### src/rtl/hsl2rgb_pkg.sv
// Shared types and defaults for the HSL to RGB converter.
// No dependencies; used by hsl2rgb_channel and hsl_to_rgb_converter.
package hsl2rgb_pkg;

    localparam int FRAC_BITS_DEF = 16;
    localparam int HUE_STEPS_DEF = 360;

    typedef struct packed {
        logic [8:0] hue_deg;
        logic [7:0] saturation;
        logic [7:0] lightness;
    } t_hsl_in;

    typedef struct packed {
        logic [7:0] red;
        logic [7:0] green;
        logic [7:0] blue;
    } t_rgb_out;

    // Hue rotation applied ahead of one channel's transfer function
    typedef enum logic [1:0] {
        HUE_SHIFT_NONE,
        HUE_SHIFT_UP,
        HUE_SHIFT_DOWN
    } t_hue_shift;

endpackage

### src/rtl/hsl2rgb_channel.sv
// One output channel: hue rotation and wrap, piecewise-linear level, byte scaling.
// Four register stages, free running. Depends on hsl2rgb_pkg.
module hsl2rgb_channel #(
    parameter int FRAC_BITS = hsl2rgb_pkg::FRAC_BITS_DEF
) (
    input  logic                      i_clk,
    input  hsl2rgb_pkg::t_hue_shift   i_shift,
    input  logic [FRAC_BITS-1:0]      i_hue,
    input  logic signed [FRAC_BITS+4:0] i_v1,
    input  logic [FRAC_BITS+1:0]      i_d,
    input  logic                      i_gray,
    input  logic [7:0]                i_lit,
    output logic [7:0]                o_level
);

    localparam int F  = FRAC_BITS;
    localparam int CW = F + 5;      // signed level width
    localparam int MW = F + 3;      // ramp factor width
    localparam int AW = F + 5;      // addend width

    localparam logic signed [CW-1:0] C_ONE   = CW'(64'd1 << F);
    localparam logic signed [CW-1:0] C_THIRD = CW'((64'd1 << F) / 3);
    localparam logic [F+3:0] K_ONE4     = (F+4)'(64'd1 << F);
    localparam logic [F+3:0] K_TWO_ONE4 = (F+4)'(64'd2 << F);
    localparam logic [F:0]   K_TWO_THIRDS = (F+1)'((64'd2 << F) / 3);

    typedef enum logic [1:0] {
        REG_RISE,
        REG_HIGH,
        REG_FALL,
        REG_LOW
    } t_region;

    // ---------------- stage E: rotate and wrap hue
    logic signed [CW-1:0] w_hue_s;
    logic signed [CW-1:0] w_t_raw;
    logic signed [CW-1:0] w_t_wrap;
    logic [F:0]           n_e_t;

    logic [F:0]           r_e_t;
    logic signed [CW-1:0] r_e_v1;
    logic [F+1:0]         r_e_d;
    logic                 r_e_gray;
    logic [7:0]           r_e_lit;

    assign w_hue_s = $signed(CW'(i_hue));

    always_comb begin
        case (i_shift)
            hsl2rgb_pkg::HUE_SHIFT_UP:   w_t_raw = w_hue_s + C_THIRD;
            hsl2rgb_pkg::HUE_SHIFT_DOWN: w_t_raw = w_hue_s - C_THIRD;
            default:                     w_t_raw = w_hue_s;
        endcase
        // t equal to one stays one
        if (w_t_raw[CW-1]) begin
            w_t_wrap = w_t_raw + C_ONE;
        end else if (w_t_raw > C_ONE) begin
            w_t_wrap = w_t_raw - C_ONE;
        end else begin
            w_t_wrap = w_t_raw;
        end
        n_e_t = w_t_wrap[F:0];
    end

    always_ff @(posedge i_clk) begin
        r_e_t    <= n_e_t;
        r_e_v1   <= i_v1;
        r_e_d    <= i_d;
        r_e_gray <= i_gray;
        r_e_lit  <= i_lit;
    end

    // ---------------- stage F: region and ramp factor
    logic [F+3:0] w_t4;
    logic [F+3:0] w_six_t;
    logic [F+3:0] w_three_t;
    logic [F+3:0] w_two_t;
    logic [F:0]   w_fall;
    logic [F+3:0] w_six_fall;
    t_region      n_f_region;
    logic [MW-1:0] n_f_m;

    t_region              r_f_region;
    logic [MW-1:0]        r_f_m;
    logic signed [CW-1:0] r_f_v1;
    logic [F+1:0]         r_f_d;
    logic                 r_f_gray;
    logic [7:0]           r_f_lit;

    always_comb begin
        w_t4       = {3'b000, r_e_t};
        w_six_t    = (w_t4 << 2) + (w_t4 << 1);
        w_three_t  = w_t4 + (w_t4 << 1);
        w_two_t    = w_t4 << 1;
        w_fall     = K_TWO_THIRDS - r_e_t;
        w_six_fall = ({3'b000, w_fall} << 2) + ({3'b000, w_fall} << 1);
        if (w_six_t < K_ONE4) begin
            n_f_region = REG_RISE;
            n_f_m      = w_six_t[MW-1:0];
        end else if (w_two_t < K_ONE4) begin
            n_f_region = REG_HIGH;
            n_f_m      = '0;
        end else if (w_three_t < K_TWO_ONE4) begin
            n_f_region = REG_FALL;
            n_f_m      = w_six_fall[MW-1:0];
        end else begin
            n_f_region = REG_LOW;
            n_f_m      = '0;
        end
    end

    always_ff @(posedge i_clk) begin
        r_f_region <= n_f_region;
        r_f_m      <= n_f_m;
        r_f_v1     <= r_e_v1;
        r_f_d      <= r_e_d;
        r_f_gray   <= r_e_gray;
        r_f_lit    <= r_e_lit;
    end

    // ---------------- stage G: ramp multiply, addend select
    logic [2*F+4:0] w_prod;
    logic [AW-1:0]  n_g_add;

    logic [AW-1:0]        r_g_add;
    logic signed [CW-1:0] r_g_v1;
    logic                 r_g_gray;
    logic [7:0]           r_g_lit;

    assign w_prod = r_f_d * r_f_m;

    always_comb begin
        case (r_f_region)
            REG_RISE: n_g_add = w_prod[2*F+4:F];
            REG_FALL: n_g_add = w_prod[2*F+4:F];
            REG_HIGH: n_g_add = AW'(r_f_d);     // v2 = v1 + d
            default:  n_g_add = '0;
        endcase
    end

    always_ff @(posedge i_clk) begin
        r_g_add  <= n_g_add;
        r_g_v1   <= r_f_v1;
        r_g_gray <= r_f_gray;
        r_g_lit  <= r_f_lit;
    end

    // ---------------- stage H: level to byte
    logic signed [F+5:0] w_c;
    logic [F+4:0]        w_cu;
    logic [F+12:0]       w_scaled;
    logic [12:0]         w_v;
    logic [7:0]          w_byte;
    logic [7:0]          n_level;

    always_comb begin
        w_c      = $signed({r_g_v1[CW-1], r_g_v1}) + $signed({1'b0, r_g_add});
        w_cu     = w_c[F+4:0];
        w_scaled = {w_cu, 8'h00} - {8'h00, w_cu};
        w_v      = w_scaled[F+12:F];
        if (w_c[F+5] || (w_c == '0)) begin
            w_byte = 8'h00;
        end else if (|w_v[12:8]) begin
            w_byte = 8'hFF;
        end else begin
            w_byte = w_v[7:0];
        end
        n_level = r_g_gray ? r_g_lit : w_byte;
    end

    always_ff @(posedge i_clk) begin
        o_level <= n_level;
    end

endmodule

### src/rtl/hsl_to_rgb_converter.sv
// Top level of the HSL to RGB converter: hue reduction, fixed-point scaling, levels.
// Depends on hsl2rgb_pkg and hsl2rgb_channel.
//
// One HSL color is taken on every clock in which start is high; busy is never
// raised. The matching RGB result appears on o_result with o_valid high for one
// cycle, in request order, after passing through the pipeline. The pipeline is
// 8 register stages (4 here for hue reduction, fraction scaling and the two
// levels, 4 in each channel unit), sustained rate one color per clock. The
// receiver cannot stall results; it must take each one in its o_valid cycle.
module hsl_to_rgb_converter #(
    parameter int FRAC_BITS = hsl2rgb_pkg::FRAC_BITS_DEF,
    parameter int HUE_STEPS = hsl2rgb_pkg::HUE_STEPS_DEF
) (
    input  logic                  i_clk,
    input  logic                  i_rst_n,
    input  logic                  start,
    input  hsl2rgb_pkg::t_hsl_in  i_request,
    output logic                  busy,
    output logic                  o_valid,
    output hsl2rgb_pkg::t_rgb_out o_result
);

    localparam int F   = FRAC_BITS;
    localparam int HW  = $clog2(HUE_STEPS);
    localparam int KH  = 9 + HW;
    localparam int CW  = F + 5;
    localparam int LAT = 8;

    localparam logic [12:0]  N13 = 13'(HUE_STEPS);
    localparam logic [9:0]   MH  = 10'((64'd1 << KH) / HUE_STEPS);
    localparam logic [F:0]   ML  = (F+1)'((64'd1 << (F + 8)) / 255);
    localparam logic [F:0]   MF  = (F+1)'((64'd1 << (F + HW)) / HUE_STEPS);
    localparam logic [F+1:0] K_ONE = (F+2)'(64'd1 << F);
    localparam logic [HW+F-1:0] K_STEPS_HF = (HW+F)'(HUE_STEPS);

    // floor(x * 2^F / 255) from an estimate that is at most one low
    function automatic logic [F:0] fix_div255(input logic [7:0] x, input logic [F:0] q);
        logic [F+8:0] q255;
        logic [F+8:0] rem;
        q255 = {q, 8'h00} - {8'h00, q};
        rem  = {1'b0, x, {F{1'b0}}} - q255;
        return (rem >= (F+9)'(255)) ? q + (F+1)'(1) : q;
    endfunction

    assign busy = 1'b0;

    // ---------------- valid pipeline
    logic [LAT-1:0] r_vld;

    always_ff @(posedge i_clk) begin
        if (!i_rst_n) begin
            r_vld <= '0;
        end else begin
            r_vld <= {r_vld[LAT-2:0], start & ~busy};
        end
    end

    assign o_valid = r_vld[LAT-1];

    // ---------------- stage A: reciprocal estimates
    logic [18:0]  w_hq_prod;
    logic [F+8:0] w_lq_prod;
    logic [F+8:0] w_sq_prod;

    logic [8:0] r_a_hue;
    logic [8:0] r_a_q0;
    logic [F:0] r_a_lq;
    logic [F:0] r_a_sq;
    logic [7:0] r_a_lit;
    logic [7:0] r_a_sat;
    logic       r_a_gray;

    assign w_hq_prod = i_request.hue_deg * MH;
    assign w_lq_prod = i_request.lightness * ML;
    assign w_sq_prod = i_request.saturation * ML;

    always_ff @(posedge i_clk) begin
        r_a_hue  <= i_request.hue_deg;
        r_a_q0   <= 9'(w_hq_prod >> KH);
        r_a_lq   <= w_lq_prod[F+8:8];
        r_a_sq   <= w_sq_prod[F+8:8];
        r_a_lit  <= i_request.lightness;
        r_a_sat  <= i_request.saturation;
        r_a_gray <= (i_request.saturation == 8'h00);
    end

    // ---------------- stage B: hue modulo, exact L and S
    logic [21:0]  w_qn;
    logic [8:0]   w_hrem9;
    logic [12:0]  w_hrem13;
    logic [HW-1:0] n_b_r;

    logic [HW-1:0] r_b_r;
    logic [F:0]    r_b_l;
    logic [F:0]    r_b_s;
    logic          r_b_lo;
    logic [7:0]    r_b_lit;
    logic          r_b_gray;

    always_comb begin
        w_qn     = r_a_q0 * N13;
        w_hrem9  = r_a_hue - w_qn[8:0];
        w_hrem13 = {4'h0, w_hrem9};
        n_b_r    = (w_hrem13 >= N13) ? HW'(w_hrem13 - N13) : HW'(w_hrem13);
    end

    always_ff @(posedge i_clk) begin
        r_b_r    <= n_b_r;
        r_b_l    <= fix_div255(r_a_lit, r_a_lq);
        r_b_s    <= fix_div255(r_a_sat, r_a_sq);
        r_b_lo   <= ~r_a_lit[7];
        r_b_lit  <= r_a_lit;
        r_b_gray <= r_a_gray;
    end

    // ---------------- stage C: hue fraction estimate, level product
    logic [F+1:0]   w_sel;
    logic [2*F+2:0] w_p;
    logic [HW+F:0]  w_hf_prod;

    logic [HW-1:0] r_c_r;
    logic [F-1:0]  r_c_hq;
    logic [F+2:0]  r_c_ps;
    logic [F:0]    r_c_l;
    logic [F:0]    r_c_s;
    logic          r_c_lo;
    logic [7:0]    r_c_lit;
    logic          r_c_gray;

    assign w_sel     = r_b_lo ? K_ONE + {1'b0, r_b_s} : {1'b0, r_b_s};
    assign w_p       = r_b_l * w_sel;
    assign w_hf_prod = r_b_r * MF;

    always_ff @(posedge i_clk) begin
        r_c_r    <= r_b_r;
        r_c_hq   <= w_hf_prod[HW+F-1:HW];
        r_c_ps   <= w_p[2*F+2:F];
        r_c_l    <= r_b_l;
        r_c_s    <= r_b_s;
        r_c_lo   <= r_b_lo;
        r_c_lit  <= r_b_lit;
        r_c_gray <= r_b_gray;
    end

    // ---------------- stage D: exact hue fraction, v1 and v2 - v1
    logic [F+12:0]        w_hn;
    logic [HW+F-1:0]      w_hrem;
    logic signed [CW-1:0] w_l;
    logic signed [CW-1:0] w_s;
    logic signed [CW-1:0] w_ps;
    logic signed [CW-1:0] w_v2;
    logic signed [CW-1:0] w_dd;
    logic [F-1:0]         n_d_h;
    logic signed [CW-1:0] n_d_v1;

    logic [F-1:0]         r_d_h;
    logic signed [CW-1:0] r_d_v1;
    logic [F+1:0]         r_d_d;
    logic [7:0]           r_d_lit;
    logic                 r_d_gray;

    always_comb begin
        w_hn   = r_c_hq * N13;
        w_hrem = {r_c_r, {F{1'b0}}} - w_hn[HW+F-1:0];
        n_d_h  = (w_hrem >= K_STEPS_HF) ? r_c_hq + F'(1) : r_c_hq;
        w_l    = $signed(CW'(r_c_l));
        w_s    = $signed(CW'(r_c_s));
        w_ps   = $signed(CW'(r_c_ps));
        w_v2   = r_c_lo ? w_ps : w_l + w_s - w_ps;
        n_d_v1 = (w_l <<< 1) - w_v2;
        w_dd   = (w_v2 - w_l) <<< 1;
    end

    always_ff @(posedge i_clk) begin
        r_d_h    <= n_d_h;
        r_d_v1   <= n_d_v1;
        r_d_d    <= w_dd[F+1:0];
        r_d_lit  <= r_c_lit;
        r_d_gray <= r_c_gray;
    end

    // ---------------- stages E..H: one unit per channel
    hsl2rgb_channel #(.FRAC_BITS(FRAC_BITS)) u_red (
        .i_clk   (i_clk),
        .i_shift (hsl2rgb_pkg::HUE_SHIFT_UP),
        .i_hue   (r_d_h),
        .i_v1    (r_d_v1),
        .i_d     (r_d_d),
        .i_gray  (r_d_gray),
        .i_lit   (r_d_lit),
        .o_level (o_result.red)
    );

    hsl2rgb_channel #(.FRAC_BITS(FRAC_BITS)) u_green (
        .i_clk   (i_clk),
        .i_shift (hsl2rgb_pkg::HUE_SHIFT_NONE),
        .i_hue   (r_d_h),
        .i_v1    (r_d_v1),
        .i_d     (r_d_d),
        .i_gray  (r_d_gray),
        .i_lit   (r_d_lit),
        .o_level (o_result.green)
    );

    hsl2rgb_channel #(.FRAC_BITS(FRAC_BITS)) u_blue (
        .i_clk   (i_clk),
        .i_shift (hsl2rgb_pkg::HUE_SHIFT_DOWN),
        .i_hue   (r_d_h),
        .i_v1    (r_d_v1),
        .i_d     (r_d_d),
        .i_gray  (r_d_gray),
        .i_lit   (r_d_lit),
        .o_level (o_result.blue)
    );

    // ---------------- checks
    a_result_follows: assert property (@(posedge i_clk) disable iff (!i_rst_n)
        (start && !busy) |-> ##LAT o_valid)
        else $error("request produced no result");

    a_no_spurious: assert property (@(posedge i_clk) disable iff (!i_rst_n)
        o_valid |-> $past(start && !busy, LAT))
        else $error("result without request");

    a_gray: assert property (@(posedge i_clk) disable iff (!i_rst_n)
        (o_valid && $past(start && !busy && (i_request.saturation == 8'h00), LAT))
        |-> ((o_result.red == $past(i_request.lightness, LAT)) &&
             (o_result.green == $past(i_request.lightness, LAT)) &&
             (o_result.blue == $past(i_request.lightness, LAT))))
        else $error("gray request did not return lightness");

endmodule
### config.mk
export PLATFORM = sky130hd
export DESIGN_NAME = hsl_to_rgb_converter
export DESIGN_NICKNAME = d
export VERILOG_FILES = /design/src/rtl/hsl2rgb_pkg.sv /design/src/rtl/hsl2rgb_channel.sv /design/src/rtl/hsl_to_rgb_converter.sv
export SDC_FILE = /design/constraint.sdc
export NUM_CORES = 2
export LEC_CHECK = 0
export ABC_AREA = 1
export BUFFER_PORTS_ARGS = -buffer_cell sky130_fd_sc_hd__buf_2
export CORE_MARGIN = 4
export CORE_UTILIZATION = 65
export DETAILED_ROUTE_END_ITERATION = 10
export PLACE_DENSITY_LB_ADDON = 0.12
export SLEW_MARGIN = 20
export SYNTH_ARGS = -nofsm -noshare
export SYNTH_HDL_FRONTEND = slang
export SYNTH_SLANG_ARGS = --single-unit
### constraint.sdc
create_clock -name i_clk -period 7.4 [get_ports i_clk]
set_input_delay 1.48 -clock i_clk [delete_from_list [all_inputs] [get_ports i_clk]]
set_output_delay 1.48 -clock i_clk [all_outputs]
set_load 0.005 [all_outputs]
==> summary by stage <==
Status
The flow ran to the end, and the final reports show no timing, DRC or antenna violations.

STA
The transition time of the tightest slew-check pin is 1.03 ns. The relative max-transition margin is 31.5%. The number of failing hold endpoints at the final stage is 0. The achievable clock frequency is 143 MHz. Across the routed clock network, the largest skew measured is 0.0336 ns. The total negative slack is 0 ns.

Setup repair after global routing left no endpoint under its margin. Subtracting the final worst setup slack from the clock period gives 7.00 ns. In the finished design, the share of the clock period the worst path needs comes to 94.6%.

The max-slew violation total from the final report is 0. Setup violations remaining at the end of the flow were counted as 0.

Synthesis
The gate count after technology mapping is 10242. The fraction of registers with async set or reset after synthesis is 0%. A synthesized cell averages 7.56 um^2.

During synthesis, Yosys emitted a total of 0 warnings. The count of unique library cells instantiated by Yosys is 60. Counting flops with a built-in enable in the synthesized netlist gives 0. Sequential cells were found to cover 14.4% of the synthesized design area. The netlist area before placement is 77500 um^2.

The most used flip-flop cell after synthesis is sky130_fd_sc_hd__dfxtp_1. The flop and latch count out of synthesis is 558. The net count after synthesis is 12238.

Routing
The pre-antenna-repair detailed-routing pass consisted of 6 iterations. The post-route DRC violation count is 0. For this block, the via count after detailed routing is 64969. Dividing the detail-routed via count by the number of cells gives 5.52. The initial detailed-routing violation count is 4681. The final wirelength is 207000 um. In the final routed layout, each cell accounts on average for 17.6 um.

The count of nets left with antenna violations once routing finished came out at 0.

CTS
In this run, CTS created clock tree buffers numbering 67. For the worst-skew pair, the clock arrives at the later sink with an insertion delay of 0.66 ns. The clock passes through at most 3 buffers. For this design, the sink count on the clock tree is 558. Buffers added to address setup during post-CTS repair amount to 0. The root cell of the clock tree is sky130_fd_sc_hd__clkbuf_16. Clock-pin slew was measured on the worst setup and hold paths at 0.06 ns. The H-tree was split into 3 levels. The number of gates resized after CTS was 0. The CTS tree is done. Hold repair after CTS inserted 0 buffers.

Cells and area
Relative to the synthesized area, the layout overhead comes to 5.48%. The net count of the finished layout is 12163. For this run, the number of standard cells in the final layout without fillers is 11760. In the final layout, the share of cells above drive strength 1 is 3.86%.

Placed design
In this run the tool buffered the top-level ports with 52 buffer cells. The global placer's final weighted congestion is 1.01. The total placed cells including tap cells is 11634. The final HPWL from detailed placement is 170000 um.

Critical path
The peak fanout along the critical path is 19. At the worst endpoint, the arrival time is 7.51 ns. The type of element launching the critical path is a register.

The required time reported for the critical path endpoint is 7.90 ns. The sort of element at the end of the critical path is a register. The setup path with the least slack is of type register to register.

Global route
In the global route stage, overall resource usage came out at 33.6%. The first global-routing pass estimated 340000 um of wire. The total overflow left after global routing is 0. Entering global routing, the biggest net connects 35 pins. The number of antenna violations at the first check in global routing is 8. The number of global-route vias before repair is 66679.

Floorplan
The initial core utilization is 65.5%. The die is 353 um tall. The number of rows created at floorplan is 126. In this run the standard cell core region covers 118000 um^2. For this design the top-level I/O count stands at 54.

The horizontal extent of the die is 353 um. The overall die area is 125000 um^2.

Run
The count of maximum capacitance violations is 0.

Worst hold path
The tightest min-delay check is of the register to register type.
==> worst paths after layout <==
check                           from                      endpoint  slack [ns]  cells past startpoint
min          u_red.r_e_d[12]$_DFF_P_       u_red.r_f_d[12]$_DFF_P_        0.32                      0
max           u_red.r_f_d[6]$_DFF_P_  u_red.r_g_add[15]$_SDFF_PN0_        0.40                     23
min reg2reg  u_red.r_e_d[12]$_DFF_P_       u_red.r_f_d[12]$_DFF_P_        0.32                      0
max reg2reg   u_red.r_f_d[6]$_DFF_P_  u_red.r_g_add[15]$_SDFF_PN0_        0.40                     23
==> flip-flops by register name, indices dropped and copies added, names as in the netlist, 18 cells and up <==
register / count
u_red.r_f_m: 18
u_red.r_f_v1: 21
u_blue.r_g_add: 21
r_d_v1: 21
u_blue.r_f_m: 18
u_red.r_g_add: 21
u_green.r_f_m: 18
u_red.r_g_v1: 21
u_green.r_g_add: 21
u_red.r_e_v1: 21
r_c_ps: 19
==> worst max-delay path, cell delays in order, from the launching register on <==
cell	delay, ns
sky130_fd_sc_hd__dfxtp_2	0.74
sky130_fd_sc_hd__buf_4	0.32
sky130_fd_sc_hd__nand2_1	0.11
sky130_fd_sc_hd__fa_1	0.59
sky130_fd_sc_hd__inv_1	0.06
sky130_fd_sc_hd__fa_1	0.48
sky130_fd_sc_hd__inv_1	0.05
sky130_fd_sc_hd__fa_1	0.51
sky130_fd_sc_hd__inv_1	0.06
sky130_fd_sc_hd__fa_1	0.53
sky130_fd_sc_hd__inv_1	0.05
sky130_fd_sc_hd__fa_1	0.45
sky130_fd_sc_hd__fa_1	0.49
sky130_fd_sc_hd__inv_1	0.04
sky130_fd_sc_hd__ha_1	0.36
sky130_fd_sc_hd__nand2_1	0.12
sky130_fd_sc_hd__nor4_1	0.64
sky130_fd_sc_hd__nand3_1	0.28
sky130_fd_sc_hd__nand3_1	0.24
sky130_fd_sc_hd__nand2_1	0.08
sky130_fd_sc_hd__o211ai_1	0.15
sky130_fd_sc_hd__a21oi_1	0.10
sky130_fd_sc_hd__o21ai_0	0.24
sky130_fd_sc_hd__o21ai_0	0.17
==> synthesized netlist by cell type (3+ instances only) <==
master,instances,area (um^2)
sky130_fd_sc_hd__nand2_1,2540,9530
sky130_fd_sc_hd__inv_1,2372,8900
sky130_fd_sc_hd__fa_1,1042,20900
sky130_fd_sc_hd__ha_1,926,11600
sky130_fd_sc_hd__dfxtp_1,558,11200
sky130_fd_sc_hd__a21oi_1,520,2600
sky130_fd_sc_hd__nor2_1,437,1640
sky130_fd_sc_hd__o21ai_0,310,1550
sky130_fd_sc_hd__nand3_1,302,1510
sky130_fd_sc_hd__xor2_1,256,2240
sky130_fd_sc_hd__clkbuf_1,248,931
sky130_fd_sc_hd__nand4_1,107,669
sky130_fd_sc_hd__nor3_1,100,500
sky130_fd_sc_hd__xnor2_1,91,797
sky130_fd_sc_hd__buf_1,49,184
sky130_fd_sc_hd__o21bai_1,40,300
sky130_fd_sc_hd__or2_2,35,219
sky130_fd_sc_hd__nor4_1,25,156
sky130_fd_sc_hd__a21o_1,24,180
sky130_fd_sc_hd__a31oi_1,24,150
sky130_fd_sc_hd__nand3b_1,24,180
sky130_fd_sc_hd__nand2_2,20,125
sky130_fd_sc_hd__o21a_1,17,128
sky130_fd_sc_hd__o22ai_1,16,100
sky130_fd_sc_hd__a21boi_0,15,113
sky130_fd_sc_hd__nor2_2,15,93.8
sky130_fd_sc_hd__o211ai_1,13,97.6
sky130_fd_sc_hd__a211oi_1,12,90.1
sky130_fd_sc_hd__o21ai_1,12,60.1
sky130_fd_sc_hd__o31ai_1,12,90.1
sky130_fd_sc_hd__buf_2,8,40.0
sky130_fd_sc_hd__a221oi_1,7,61.3
sky130_fd_sc_hd__inv_2,7,26.3
sky130_fd_sc_hd__o221ai_1,7,61.3
sky130_fd_sc_hd__nor2_4,6,67.6
sky130_fd_sc_hd__nand3_2,5,50.1
sky130_fd_sc_hd__o2111ai_1,4,35.0
sky130_fd_sc_hd__a21boi_1,3,22.5
sky130_fd_sc_hd__and2_1,3,18.8
sky130_fd_sc_hd__buf_4,3,22.5
sky130_fd_sc_hd__nand3_4,3,52.6
==> placed cells by master, fill, tap and decap left out, drive strengths merged, types with 36 or more instances in the layout <==
master / count
fa: 1042
nand3: 310
xor2: 257
clkbuf: 82
o21ai: 322
nand4: 108
buf: 166
xnor2: 92
dfxtp: 558
nand2: 2560
or2: 36
inv: 2387
o21bai: 40
nor2: 459
a21oi: 521
ha: 926
nor3: 102
==> per-stage QoR <==
step                      setup WS [ns]  utilization [%]  hold slack (ns)  cell area [um^2]
final                             0.397             69.1            0.321             81700
after global routing              0.248             69.1            0.328             81700
after CTS                         0.579             69.1            0.321             81700
after detailed placement          0.591             67.1            0.312             79400
after global placement            0.687             67.1            0.310             79400
after floorplan                    1.53                -            0.310             77500
==> kinds of logic (layout without fill, tap and decap cells) <==
logic type | count (synthesis) | after routing | share of synthesized area (%)
xor+xnor | 349 | 349 | 3.98
compound gates | 1044 | 1044 | 7.39
buf+inv | 2691 | 2668 | 13.1
flops | 558 | 558 | 14.4
other cells | 1 | 6 | 0.00484
fa+ha+maj | 1968 | 1968 | 41.9
simple gates | 3631 | 3631 | 19.2
==> per-layer routing <==
layer	up-vias	wire length, um	global-route usage (%)
met2	2484	94900	55.6
li1	30849	-	-
met4	2	10500	14.7
met3	598	16500	5.95
met1	31036	84700	43.6
met5	-	36	0
==> cell type report <==
| cell class | instances | area [um^2] |
|---|---|---|
| Multi-Input combinational cell | 6993 | 56200 |
| Fill cell | 10050 | 36500 |
| Sequential cell | 558 | 11200 |
| Inverter | 2381 | 8940 |
| Tap cell | 1536 | 1920 |
| Clock buffer | 82 | 1780 |
| Timing Repair Buffer | 166 | 1140 |
| Clock inverter | 39 | 566 |
| Antenna cell | 5 | 12.5 |
Power is not shown: default switching activity piles up to over one toggle a cycle in this logic, so the estimate is an artifact.
